### src/design/fcpwm_pkg.sv
// Shared types, constants and control codes for the fan curve PWM block.
// No dependencies; every other design file imports this package.
`timescale 1ns / 1ps
`default_nettype none

package fcpwm_pkg;

    // Field widths fixed by the interface
    localparam int TEMP_W   = 12;
    localparam int DEG_W    = 8;
    localparam int PWM_BITS = 10;
    localparam int HOLD_W   = 16;
    localparam int TICK_W   = 17;

    localparam int TEMP_FRAC_BITS_DEF = 4;

    // Rounded temperature, one bit wider than the raw sample
    localparam int T_W      = TEMP_W + 1;
    // Ramp arithmetic: offset (0..254) times drive span
    localparam int MUL_W    = DEG_W + PWM_BITS;
    localparam int DVD_W    = MUL_W + 2;
    localparam int DIVR_W   = DEG_W + 1;
    localparam int REM_W    = DIVR_W + 1;
    localparam int CNT_W    = $clog2(DVD_W);
    localparam int RES_W    = PWM_BITS + 2;

    // Configuration register map
    localparam int CFG_IDX_W  = 3;
    localparam int CFG_DATA_W = HOLD_W;
    localparam logic [CFG_IDX_W-1:0] REG_START_TEMP = 3'd0;
    localparam logic [CFG_IDX_W-1:0] REG_FULL_TEMP  = 3'd1;
    localparam logic [CFG_IDX_W-1:0] REG_START_PWM  = 3'd2;
    localparam logic [CFG_IDX_W-1:0] REG_MAX_PWM    = 3'd3;
    localparam logic [CFG_IDX_W-1:0] REG_HOLD_TICKS = 3'd4;

    // Reset values of the registers
    localparam logic signed [DEG_W-1:0] START_TEMP_RST = 8'sd50;
    localparam logic signed [DEG_W-1:0] FULL_TEMP_RST  = 8'sd70;
    localparam logic [PWM_BITS-1:0]     START_PWM_RST  = 10'd300;
    localparam logic [PWM_BITS-1:0]     MAX_PWM_RST    = 10'd1023;
    localparam logic [HOLD_W-1:0]       HOLD_TICKS_RST = 16'd60;

    // Input item codes
    localparam logic CMD_SAMPLE = 1'b0;
    localparam logic CMD_TICK   = 1'b1;

    typedef struct packed {
        logic                     cmd;
        logic signed [TEMP_W-1:0] temperature;
    } sample_t;

    typedef struct packed {
        logic [PWM_BITS-1:0] pwm;
        logic                fan_on;
    } result_t;

    typedef struct packed {
        logic signed [DEG_W-1:0] start_temp;
        logic signed [DEG_W-1:0] full_temp;
        logic [PWM_BITS-1:0]     start_pwm;
        logic [PWM_BITS-1:0]     max_pwm;
        logic [HOLD_W-1:0]       hold_ticks;
    } cfg_regs_t;

    typedef enum logic [2:0] {
        ST_IDLE,
        ST_ROUND,
        ST_SCALE,
        ST_LOAD,
        ST_DIVIDE,
        ST_FINISH
    } fcpwm_state_t;

    // Controller to datapath
    typedef struct packed {
        logic accept;
        logic round_en;
        logic scale_en;
        logic div_load;
        logic div_step;
        logic finish;
    } ctrl_cmd_t;

    // Datapath to controller
    typedef struct packed {
        logic in_is_sample;
        logic in_range;
        logic div_done;
        logic out_free;
    } dp_status_t;

endpackage

`default_nettype wire

### src/design/fcpwm_cfg.sv
// Configuration register file of the fan curve PWM block.
// Depends on fcpwm_pkg for the register map and reset values.
`timescale 1ns / 1ps
`default_nettype none

module fcpwm_cfg (
    input  wire logic                             clk,
    input  wire logic                             rst_n,
    input  wire logic                             cfg_valid,
    output logic                                  cfg_ready,
    input  wire logic [fcpwm_pkg::CFG_IDX_W-1:0]  cfg_index,
    input  wire logic [fcpwm_pkg::CFG_DATA_W-1:0] cfg_data,
    output fcpwm_pkg::cfg_regs_t                  regs
);
    import fcpwm_pkg::*;

    cfg_regs_t regs_reg;
    cfg_regs_t regs_next;

    assign cfg_ready = 1'b1;
    assign regs      = regs_reg;

    always_comb
    begin
        regs_next = regs_reg;
        if (cfg_valid && cfg_ready)
        begin
            case (cfg_index)
                REG_START_TEMP: regs_next.start_temp = cfg_data[DEG_W-1:0];
                REG_FULL_TEMP:  regs_next.full_temp  = cfg_data[DEG_W-1:0];
                REG_START_PWM:  regs_next.start_pwm  = cfg_data[PWM_BITS-1:0];
                REG_MAX_PWM:    regs_next.max_pwm    = cfg_data[PWM_BITS-1:0];
                REG_HOLD_TICKS: regs_next.hold_ticks = cfg_data[HOLD_W-1:0];
                default:        regs_next = regs_reg;
            endcase
        end
    end

    always_ff @(posedge clk or negedge rst_n)
    begin
        if (!rst_n)
        begin
            regs_reg.start_temp <= START_TEMP_RST;
            regs_reg.full_temp  <= FULL_TEMP_RST;
            regs_reg.start_pwm  <= START_PWM_RST;
            regs_reg.max_pwm    <= MAX_PWM_RST;
            regs_reg.hold_ticks <= HOLD_TICKS_RST;
        end
        else
        begin
            regs_reg <= regs_next;
        end
    end

endmodule

`default_nettype wire

### src/design/fcpwm_ctrl.sv
// Sequencing state machine of the fan curve PWM block.
// Depends on fcpwm_pkg for the state enum and command/status structs.
`timescale 1ns / 1ps
`default_nettype none

module fcpwm_ctrl (
    input  wire logic                  clk,
    input  wire logic                  rst_n,
    input  wire logic                  sample_valid,
    output logic                       sample_stall,
    input  wire fcpwm_pkg::dp_status_t status,
    output fcpwm_pkg::ctrl_cmd_t       cmd
);
    import fcpwm_pkg::*;

    fcpwm_state_t state_reg;
    fcpwm_state_t state_next;

    // Next state
    always_comb
    begin
        state_next = state_reg;
        case (state_reg)
            ST_IDLE:
            begin
                if (sample_valid && status.in_is_sample)
                    state_next = ST_ROUND;
            end
            ST_ROUND:  state_next = ST_SCALE;
            ST_SCALE:  state_next = status.in_range ? ST_LOAD : ST_FINISH;
            ST_LOAD:   state_next = ST_DIVIDE;
            ST_DIVIDE:
            begin
                if (status.div_done)
                    state_next = ST_FINISH;
            end
            ST_FINISH:
            begin
                if (status.out_free)
                    state_next = ST_IDLE;
            end
            default:   state_next = ST_IDLE;
        endcase
    end

    // Outputs
    always_comb
    begin
        cmd          = '0;
        sample_stall = 1'b1;
        case (state_reg)
            ST_IDLE:
            begin
                sample_stall = 1'b0;
                cmd.accept   = sample_valid;
            end
            ST_ROUND:  cmd.round_en = 1'b1;
            ST_SCALE:  cmd.scale_en = 1'b1;
            ST_LOAD:   cmd.div_load = 1'b1;
            ST_DIVIDE: cmd.div_step = 1'b1;
            ST_FINISH: cmd.finish   = status.out_free;
            default:   cmd          = '0;
        endcase
    end

    always_ff @(posedge clk or negedge rst_n)
    begin
        if (!rst_n)
            state_reg <= ST_IDLE;
        else
            state_reg <= state_next;
    end

    a_sample_starts: assert property (@(posedge clk) disable iff (!rst_n)
        (cmd.accept && status.in_is_sample) |=> (state_reg == ST_ROUND))
        else $error("accepted sample did not start the rounding step");

    a_div_exit: assert property (@(posedge clk) disable iff (!rst_n)
        (state_reg == ST_DIVIDE && status.div_done) |=> (state_reg == ST_FINISH))
        else $error("divider finished but controller did not move to finish");

    a_finish_slot: assert property (@(posedge clk) disable iff (!rst_n)
        cmd.finish |-> status.out_free)
        else $error("result written while output register still occupied");

endmodule

`default_nettype wire

### src/design/fcpwm_dp.sv
// Datapath of the fan curve PWM block: rounding, ramp multiply, iterative
// divider, hold logic and output register. Depends on fcpwm_pkg.
`timescale 1ns / 1ps
`default_nettype none

module fcpwm_dp #(
    parameter int TEMP_FRAC_BITS = fcpwm_pkg::TEMP_FRAC_BITS_DEF
) (
    input  wire logic                 clk,
    input  wire logic                 rst_n,
    input  wire fcpwm_pkg::sample_t   sample,
    input  wire fcpwm_pkg::cfg_regs_t regs,
    input  wire fcpwm_pkg::ctrl_cmd_t cmd,
    output fcpwm_pkg::dp_status_t     status,
    output logic                      result_valid,
    input  wire logic                 result_stall,
    output fcpwm_pkg::result_t        result
);
    import fcpwm_pkg::*;

    localparam logic [T_W-1:0] HALF = T_W'((1 << TEMP_FRAC_BITS) >> 1);
    localparam logic [TICK_W-1:0] TICK_SAT = {TICK_W{1'b1}};

    // Working registers (no reset)
    logic signed [TEMP_W-1:0] raw_reg;
    logic [T_W-1:0]           t_reg,      t_next;
    logic                     below_reg,  below_next;
    logic                     range_reg,  range_next;
    logic                     neg_reg,    neg_next;
    logic [DEG_W-1:0]         den_reg,    den_next;
    logic [MUL_W-1:0]         mag_reg,    mag_next;
    logic [DVD_W-1:0]         quo_reg,    quo_next;
    logic [REM_W-1:0]         rem_reg,    rem_next;
    logic [CNT_W-1:0]         cnt_reg,    cnt_next;
    result_t                  result_reg, result_next;

    // Control state
    logic                     result_valid_reg, result_valid_next;
    logic [TICK_W-1:0]        since_on_reg,     since_on_next;
    logic [PWM_BITS-1:0]      last_drive_reg,   last_drive_next;

    // Rounding
    logic [T_W-1:0] raw_ext, raw_mag, round_sum, round_q;

    // Ramp setup
    logic [T_W-1:0]             start_ext, full_ext, offset_full;
    logic                       below_c, above_c;
    logic [DIVR_W-1:0]          den_full;
    logic signed [PWM_BITS:0]   span;
    logic [PWM_BITS-1:0]        span_mag;

    // Divider step
    logic [REM_W-1:0] rem_shift, divisor;
    logic             q_bit;

    // Finish
    logic [RES_W-1:0]    res_sum, q_ext, start_pwm_ext;
    logic [PWM_BITS-1:0] ramp_drive, curve_drive, drive;
    logic                hold_active, fan_on;

    assign raw_ext   = {raw_reg[TEMP_W-1], raw_reg};
    assign raw_mag   = raw_reg[TEMP_W-1] ? (T_W'(0) - raw_ext) : raw_ext;
    assign round_sum = raw_mag + HALF;
    assign round_q   = round_sum >> TEMP_FRAC_BITS;

    assign start_ext   = {{(T_W-DEG_W){regs.start_temp[DEG_W-1]}}, regs.start_temp};
    assign full_ext    = {{(T_W-DEG_W){regs.full_temp[DEG_W-1]}}, regs.full_temp};
    assign below_c     = $signed(t_reg) < $signed(start_ext);
    assign above_c     = $signed(t_reg) >= $signed(full_ext);
    assign offset_full = t_reg - start_ext;
    assign den_full    = {regs.full_temp[DEG_W-1], regs.full_temp}
                       - {regs.start_temp[DEG_W-1], regs.start_temp};
    assign span        = $signed({1'b0, regs.max_pwm}) - $signed({1'b0, regs.start_pwm});
    assign span_mag    = span[PWM_BITS] ? PWM_BITS'(-span) : span[PWM_BITS-1:0];

    assign divisor   = REM_W'({den_reg, 1'b0});
    assign rem_shift = {rem_reg[REM_W-2:0], quo_reg[DVD_W-1]};
    assign q_bit     = rem_shift >= divisor;

    assign start_pwm_ext = RES_W'(regs.start_pwm);
    assign q_ext         = RES_W'(quo_reg[PWM_BITS:0]);
    assign res_sum       = neg_reg ? (start_pwm_ext - q_ext) : (start_pwm_ext + q_ext);
    assign ramp_drive    = res_sum[RES_W-1] ? '0 : res_sum[PWM_BITS-1:0];
    assign curve_drive   = below_reg ? '0 : (range_reg ? ramp_drive : regs.max_pwm);
    assign hold_active   = since_on_reg <= TICK_W'(regs.hold_ticks);
    assign drive         = (curve_drive == '0 && hold_active) ? regs.start_pwm : curve_drive;
    assign fan_on        = (curve_drive != '0) || hold_active;

    assign status.in_is_sample = (sample.cmd == CMD_SAMPLE);
    assign status.in_range     = !below_c && !above_c;
    assign status.div_done     = (cnt_reg == CNT_W'(DVD_W - 1));
    assign status.out_free     = !result_valid_reg || !result_stall;

    assign result_valid = result_valid_reg;
    assign result       = result_reg;

    always_comb
    begin
        t_next      = cmd.round_en ? (raw_reg[TEMP_W-1] ? (T_W'(0) - round_q) : round_q)
                                   : t_reg;
        below_next  = cmd.scale_en ? below_c : below_reg;
        range_next  = cmd.scale_en ? status.in_range : range_reg;
        neg_next    = cmd.scale_en ? span[PWM_BITS] : neg_reg;
        den_next    = cmd.scale_en ? den_full[DEG_W-1:0] : den_reg;
        mag_next    = cmd.scale_en ? (MUL_W'(offset_full[DEG_W-1:0]) * MUL_W'(span_mag))
                                   : mag_reg;

        quo_next = quo_reg;
        rem_next = rem_reg;
        cnt_next = cnt_reg;
        if (cmd.div_load)
        begin
            quo_next = DVD_W'({mag_reg, 1'b0}) + DVD_W'(den_reg);
            rem_next = '0;
            cnt_next = '0;
        end
        else if (cmd.div_step)
        begin
            quo_next = {quo_reg[DVD_W-2:0], q_bit};
            rem_next = q_bit ? (rem_shift - divisor) : rem_shift;
            cnt_next = cnt_reg + CNT_W'(1);
        end
    end

    always_comb
    begin
        since_on_next     = since_on_reg;
        last_drive_next   = last_drive_reg;
        result_next       = result_reg;
        result_valid_next = result_valid_reg;
        if (result_valid_reg && !result_stall)
            result_valid_next = 1'b0;
        // Tick: advance and saturate the on-time counter
        if (cmd.accept && sample.cmd == CMD_TICK && since_on_reg != TICK_SAT)
            since_on_next = since_on_reg + TICK_W'(1);
        if (cmd.finish)
        begin
            // Switch-on restarts the minimum on-time
            if (last_drive_reg == '0 && drive != '0)
                since_on_next = '0;
            last_drive_next    = drive;
            result_next.pwm    = drive;
            result_next.fan_on = fan_on;
            result_valid_next  = 1'b1;
        end
    end

    always_ff @(posedge clk)
    begin
        if (cmd.accept)
            raw_reg <= sample.temperature;
        t_reg      <= t_next;
        below_reg  <= below_next;
        range_reg  <= range_next;
        neg_reg    <= neg_next;
        den_reg    <= den_next;
        mag_reg    <= mag_next;
        quo_reg    <= quo_next;
        rem_reg    <= rem_next;
        cnt_reg    <= cnt_next;
        result_reg <= result_next;
    end

    always_ff @(posedge clk or negedge rst_n)
    begin
        if (!rst_n)
        begin
            result_valid_reg <= 1'b0;
            since_on_reg     <= TICK_SAT;
            last_drive_reg   <= '0;
        end
        else
        begin
            result_valid_reg <= result_valid_next;
            since_on_reg     <= since_on_next;
            last_drive_reg   <= last_drive_next;
        end
    end

    a_drive_implies_on: assert property (@(posedge clk) disable iff (!rst_n)
        result_valid_reg |-> (result_reg.pwm == '0 || result_reg.fan_on))
        else $error("non-zero drive reported with fan off");

    a_switch_on_clears: assert property (@(posedge clk) disable iff (!rst_n)
        (cmd.finish && last_drive_reg == '0 && drive != '0) |=> (since_on_reg == '0))
        else $error("switch-on did not restart the on-time counter");

    a_tick_saturates: assert property (@(posedge clk) disable iff (!rst_n)
        (since_on_reg == TICK_SAT && !cmd.finish) |=> (since_on_reg == TICK_SAT))
        else $error("saturated on-time counter moved without a result");

endmodule

`default_nettype wire

### src/design/fan_curve_pwm_with_min_on_time.sv
// Fan drive controller with linear fan curve and minimum on-time hold.
// Depends on fcpwm_pkg, fcpwm_cfg, fcpwm_ctrl and fcpwm_dp.
//
// Usage:
//   sample channel (sample_valid / sample_stall / sample) carries one
//   transaction per temperature sample or one-second tick. A tick only
//   advances the on-time counter and produces no result; the block takes
//   the next transaction in the following cycle.
//   result channel (result_valid / result_stall / result) carries one
//   transaction per temperature sample: the drive value and fan_on.
//   cfg channel (cfg_valid / cfg_ready / cfg_index / cfg_data) writes the
//   five curve registers; cfg_ready is always high. Write only when idle.
// Timing: a sample whose rounded temperature lies on the ramp passes round,
//   scale, load, divide (the 20-step restoring divider) and finish; off the
//   ramp it goes from scale straight to finish. The block takes the next
//   transaction in the cycle after the result is written.
// Reset: registers return to their default curve, the last drive to 0 and
//   the on-time counter to saturated (no hold active).
// Stall: a result waits in the output register while the next transaction
//   is processed; a second result waits in the finish step until the
//   output register drains, holding sample_stall high meanwhile.
`timescale 1ns / 1ps
`default_nettype none

module fan_curve_pwm_with_min_on_time #(
    parameter int TEMP_FRAC_BITS = fcpwm_pkg::TEMP_FRAC_BITS_DEF
) (
    input  wire logic                             clk,
    input  wire logic                             rst_n,
    input  wire logic                             sample_valid,
    output logic                                  sample_stall,
    input  wire fcpwm_pkg::sample_t               sample,
    output logic                                  result_valid,
    input  wire logic                             result_stall,
    output fcpwm_pkg::result_t                    result,
    input  wire logic                             cfg_valid,
    output logic                                  cfg_ready,
    input  wire logic [fcpwm_pkg::CFG_IDX_W-1:0]  cfg_index,
    input  wire logic [fcpwm_pkg::CFG_DATA_W-1:0] cfg_data
);
    import fcpwm_pkg::*;

    cfg_regs_t  regs;
    ctrl_cmd_t  cmd;
    dp_status_t status;

    // Curve registers
    fcpwm_cfg u_cfg (
        .clk       (clk),
        .rst_n     (rst_n),
        .cfg_valid (cfg_valid),
        .cfg_ready (cfg_ready),
        .cfg_index (cfg_index),
        .cfg_data  (cfg_data),
        .regs      (regs)
    );

    // Sequencer: accept, round, scale, load, divide, finish
    fcpwm_ctrl u_ctrl (
        .clk          (clk),
        .rst_n        (rst_n),
        .sample_valid (sample_valid),
        .sample_stall (sample_stall),
        .status       (status),
        .cmd          (cmd)
    );

    // Arithmetic, hold state and output register
    fcpwm_dp #(
        .TEMP_FRAC_BITS (TEMP_FRAC_BITS)
    ) u_dp (
        .clk          (clk),
        .rst_n        (rst_n),
        .sample       (sample),
        .regs         (regs),
        .cmd          (cmd),
        .status       (status),
        .result_valid (result_valid),
        .result_stall (result_stall),
        .result       (result)
    );

endmodule

`default_nettype wire
### config.mk
export PLATFORM = sky130hd
export DESIGN_NAME = fan_curve_pwm_with_min_on_time
export DESIGN_NICKNAME = d
export VERILOG_FILES = /design/src/design/fcpwm_pkg.sv /design/src/design/fcpwm_cfg.sv /design/src/design/fcpwm_ctrl.sv /design/src/design/fcpwm_dp.sv /design/src/design/fan_curve_pwm_with_min_on_time.sv
export SDC_FILE = /design/constraint.sdc
export NUM_CORES = 1
export LEC_CHECK = 0
export BUFFER_PORTS_ARGS = -buffer_cell sky130_fd_sc_hd__buf_4
export CAP_MARGIN = 20
export CORE_ASPECT_RATIO = 1.25
export CORE_MARGIN = 1.5
export CORE_UTILIZATION = 55
export CTS_BUF_LIST = sky130_fd_sc_hd__clkbuf_4 sky130_fd_sc_hd__clkbuf_8
export DETAILED_ROUTE_END_ITERATION = 8
export HOLD_SLACK_MARGIN = 0.03
export PLACE_DENSITY_LB_ADDON = 0.05
export RECOVER_POWER = 50
export REMOVE_ABC_BUFFERS = 1
export SETUP_SLACK_MARGIN = 0.05
export SLEW_MARGIN = 30
export SYNTH_ARGS = -nofsm -noshare
export SYNTH_HDL_FRONTEND = slang
export SYNTH_SLANG_ARGS = --single-unit
export TNS_END_PERCENT = 30
### constraint.sdc
create_clock -name clk -period 8.45 [get_ports clk]
set_input_delay 1.69 -clock clk [delete_from_list [all_inputs] [get_ports clk]]
set_output_delay 1.69 -clock clk [all_outputs]
set_load 0.005 [all_outputs]
==> run_results.csv <==
group,metric,value,unit
drt,dr_total_vias,9773,
status,violations,"max-capacitance violations, max-slew violations",
min_path,min_to,"u_dp.rem_reg[8]",
sta,tightest_slew,4.00,ns
sta,timing_hold_violations_final,0,
grt,grt_max_degree,75,
cts,htree_levels,4,
final_layout,area_growth,8.05,%
place,io_buffers,49,
worst_setup_path,path_buf_inv,4,
cts,cts_sinks,179,
cts,post_cts_buffers,0,
worst_setup_path,ff2ff_setup_slack,1.15,ns
worst_setup_path,required,8.69,ns
cts,path_clk_slew,0.11,ns
sta,fin_crit,7.30,ns
worst_setup_path,r2r_end,"u_dp.mag_reg[17]",
yosys,yosys.area.top_type,"edfxtp_1",
sta,min_period_over_period,86.4,%
place,place_congestion,0.882,
cts,cts-root-buf,"clkbuf_8",
min_path,hold_depth,2,
yosys,ys.flop_type,"edfxtp_1",
cts,cts_tree,"built",
worst_setup_path,crit_path_start_kind,"flop",
cts,cts_resized,0,
yosys,synth.distinct_cells,70,
die,die_x,142,µm
grt,overflow,0,
die,start_util,56.0,%
final_layout,antenna_cells,0,
worst_setup_path,worst-path-max-fanout,11,
drt,drt_iter0_markers,538,
sta,rsz0062_at_grt,"no",
yosys,synth-seq-area-share,36.8,%
yosys,synth_seq_cells,179,
yosys,avgSynthCellArea,9.55,µm²
worst_setup_path,cpMaxStageDelayCell,"a31oi_1",
die,dieArea,0.0250,mm²
min_path,min_from,"u_dp.rem_reg[8]",
die,io_pins,51,
cts,cts-buffers-inserted,17,
yosys,synth_cells,1385,
yosys,synth_area,0.0132,mm²
yosys,async_reset_ff_share,46.4,%
cts,clk_path_buf_depth,2,
sta,hold_ws,0.471,ns
worst_setup_path,crit_path_end_kind,"flop",
final_layout,n_fill_cell,2096,
grt,antenna_found_initial,0,
run,maxCapViolCount,3,
worst_setup_path,crit_family,"adder cells",
final_layout,fin_cells,1736,
worst_setup_path,worstRegToRegCells,25,
status,outcome,"complete, but fails checks",
place,dp_cells,1704,
cts,holdBufCountCts,0,
sta,skew,0.0120,ns
sta,fmax,137,MHz
drt,drtAntennaViolNets,0,
sta,setup_viol,0,
yosys,synth.area.top_cells,"edfxtp_1 (19%), ha_1 (12%), fa_1 (8.2%), dfstp_2 (8.1%), dfrtp_1 (7.9%)",
worst_setup_path,setup.worst_path.class,"reg2reg",
drt,drc,0,
grt,grt_use_total,23.7,%
final_layout,drive_above_1_share,12.3,%
sta,drv_slew,143,
min_path,hold_class,"reg2reg",
place,hpwl,22200,µm
sta,slew_headroom,-167,%
drt,dr.pass1.iters,5,
yosys,synth_enable_flop_cells,82,
final_layout,largest_reg_flops,52,
die,rows,63,
die,die_y,176,µm
worst_setup_path,slowest_delay,0.64,ns
drt,drt-total-wl,28200,µm
grt,first_global_vias,9711,
drt,wl_per_cell,16.2,µm
cts,clock_latency,0.48,ns
die,core_area,0.0236,mm²
yosys,synth_top_area_share,18.6,%
yosys,yosys_warnings,0,
drt,vias_per_cell,5.63,
worst_setup_path,r2r_start,"u_cfg.regs[28]",
worst_setup_path,arrival,7.54,ns
final_layout,final_nets,1645,
grt,grt_pass1_wl,46500,µm
sta,fin_tns_setup,0,ns
worst reg2reg max path, delay by kind of cell (launching register included):
kind / cells / cell delay, ns
buf+inv: 4 / 0.22
xor+xnor: 2 / 0.36
fa+ha+maj: 6 / 2.73
compound gates: 10 / 2.37
simple gates: 3 / 0.82
flops: 1 / 0.56
cells by family (layout without fill, tap and decap cells):
group           count (synthesis)  in the layout  synth area share (%)
compound gates                276            276                  13.1
xor+xnor                      111            111                  7.35
fa+ha+maj                     177            177                  19.8
buf+inv                       192            251                  5.48
flops                         179            179                  36.8
mux                            25             25                  2.05
other cells                     1              1                0.0283
simple gates                  424            424                  15.4
final cells by class:
class | count | area [µm²] | share of cell area (%)
multi-input combinational | 1014 | 7660 | 53.6
inverter | 159 | 597 | 4.17
clock buffer | 17 | 234 | 1.64
tap | 292 | 365 | 2.56
sequential | 179 | 4870 | 34.1
clock inverter | 15 | 163 | 1.14
timing repair buffer | 60 | 409 | 2.86
cells in the mapped netlist (all sizes together) (10+ instances only):
master and number:
nor2 138, ha 123, xnor2 61, mux2 17
a31oi 13, a21o 24, clkbuf 30, inv 158
nand3 15, nand2 110, edfxtp 82, dfxtp 14
dfstp 41, o21a 10, and3 13, nand2b 15
fa 54, o211ai 10, a21oi 58, xor2 50
nor2b 22, nand4 19, dfrtp 42, or2 30
o21ai 102, nor3 22
stage by stage:
step / utilization, % / setup WS (ns) / cell area [µm²]
floorplan: - / 1.71 / 13100
global placement: 58.9 / 1.27 / 13900
detailed placement: 58.9 / 1.18 / 13900
CTS: 60.6 / 1.15 / 14300
global route: 60.5 / 0.726 / 14300
finish: 60.5 / 1.15 / 14300
per-layer routing:
metal | track usage (%) | part of all wire [%] | up-vias
li1 | - | - | 4837
met3 | 3.58 | 3.0 | 54
met5 | 0 | 0 | -
met1 | 28.6 | 43 | 4719
met2 | 42.0 | 51 | 163
met4 | 9.84 | 3.3 | 0
worst max-delay path by stage:
stage | start | to | depth (start not counted)
2_1_floorplan | u_cfg.regs[28] | u_dp.mag_reg[17] | 25
3_3_place_gp | u_cfg.regs[28] | u_dp.mag_reg[17] | 25
3_5_place_dp | u_cfg.regs[28] | u_dp.mag_reg[17] | 25
4_1_cts | u_cfg.regs[28] | u_dp.mag_reg[17] | 25
5_1_grt | u_cfg.regs[28] | u_dp.mag_reg[17] | 24
6_report | u_cfg.regs[28] | u_dp.mag_reg[17] | 25
placed cells by master, fill, tap and decap left out, types with 24 or more instances in the layout:
master	netlist	final
inv_1	158	158
nor2_1	138	136
ha_1	123	123
nand2_1	110	110
o21ai_0	100	100
edfxtp_1	82	82
xnor2_1	61	60
a21oi_1	58	57
fa_1	54	54
xor2_1	50	50
dfrtp_1	42	42
dfstp_2	41	39
buf_4	1	36
or2_2	30	29
a21o_1	24	24
Power is not shown: default switching activity piles up to over one toggle a cycle in this logic, so the estimate is an artifact.
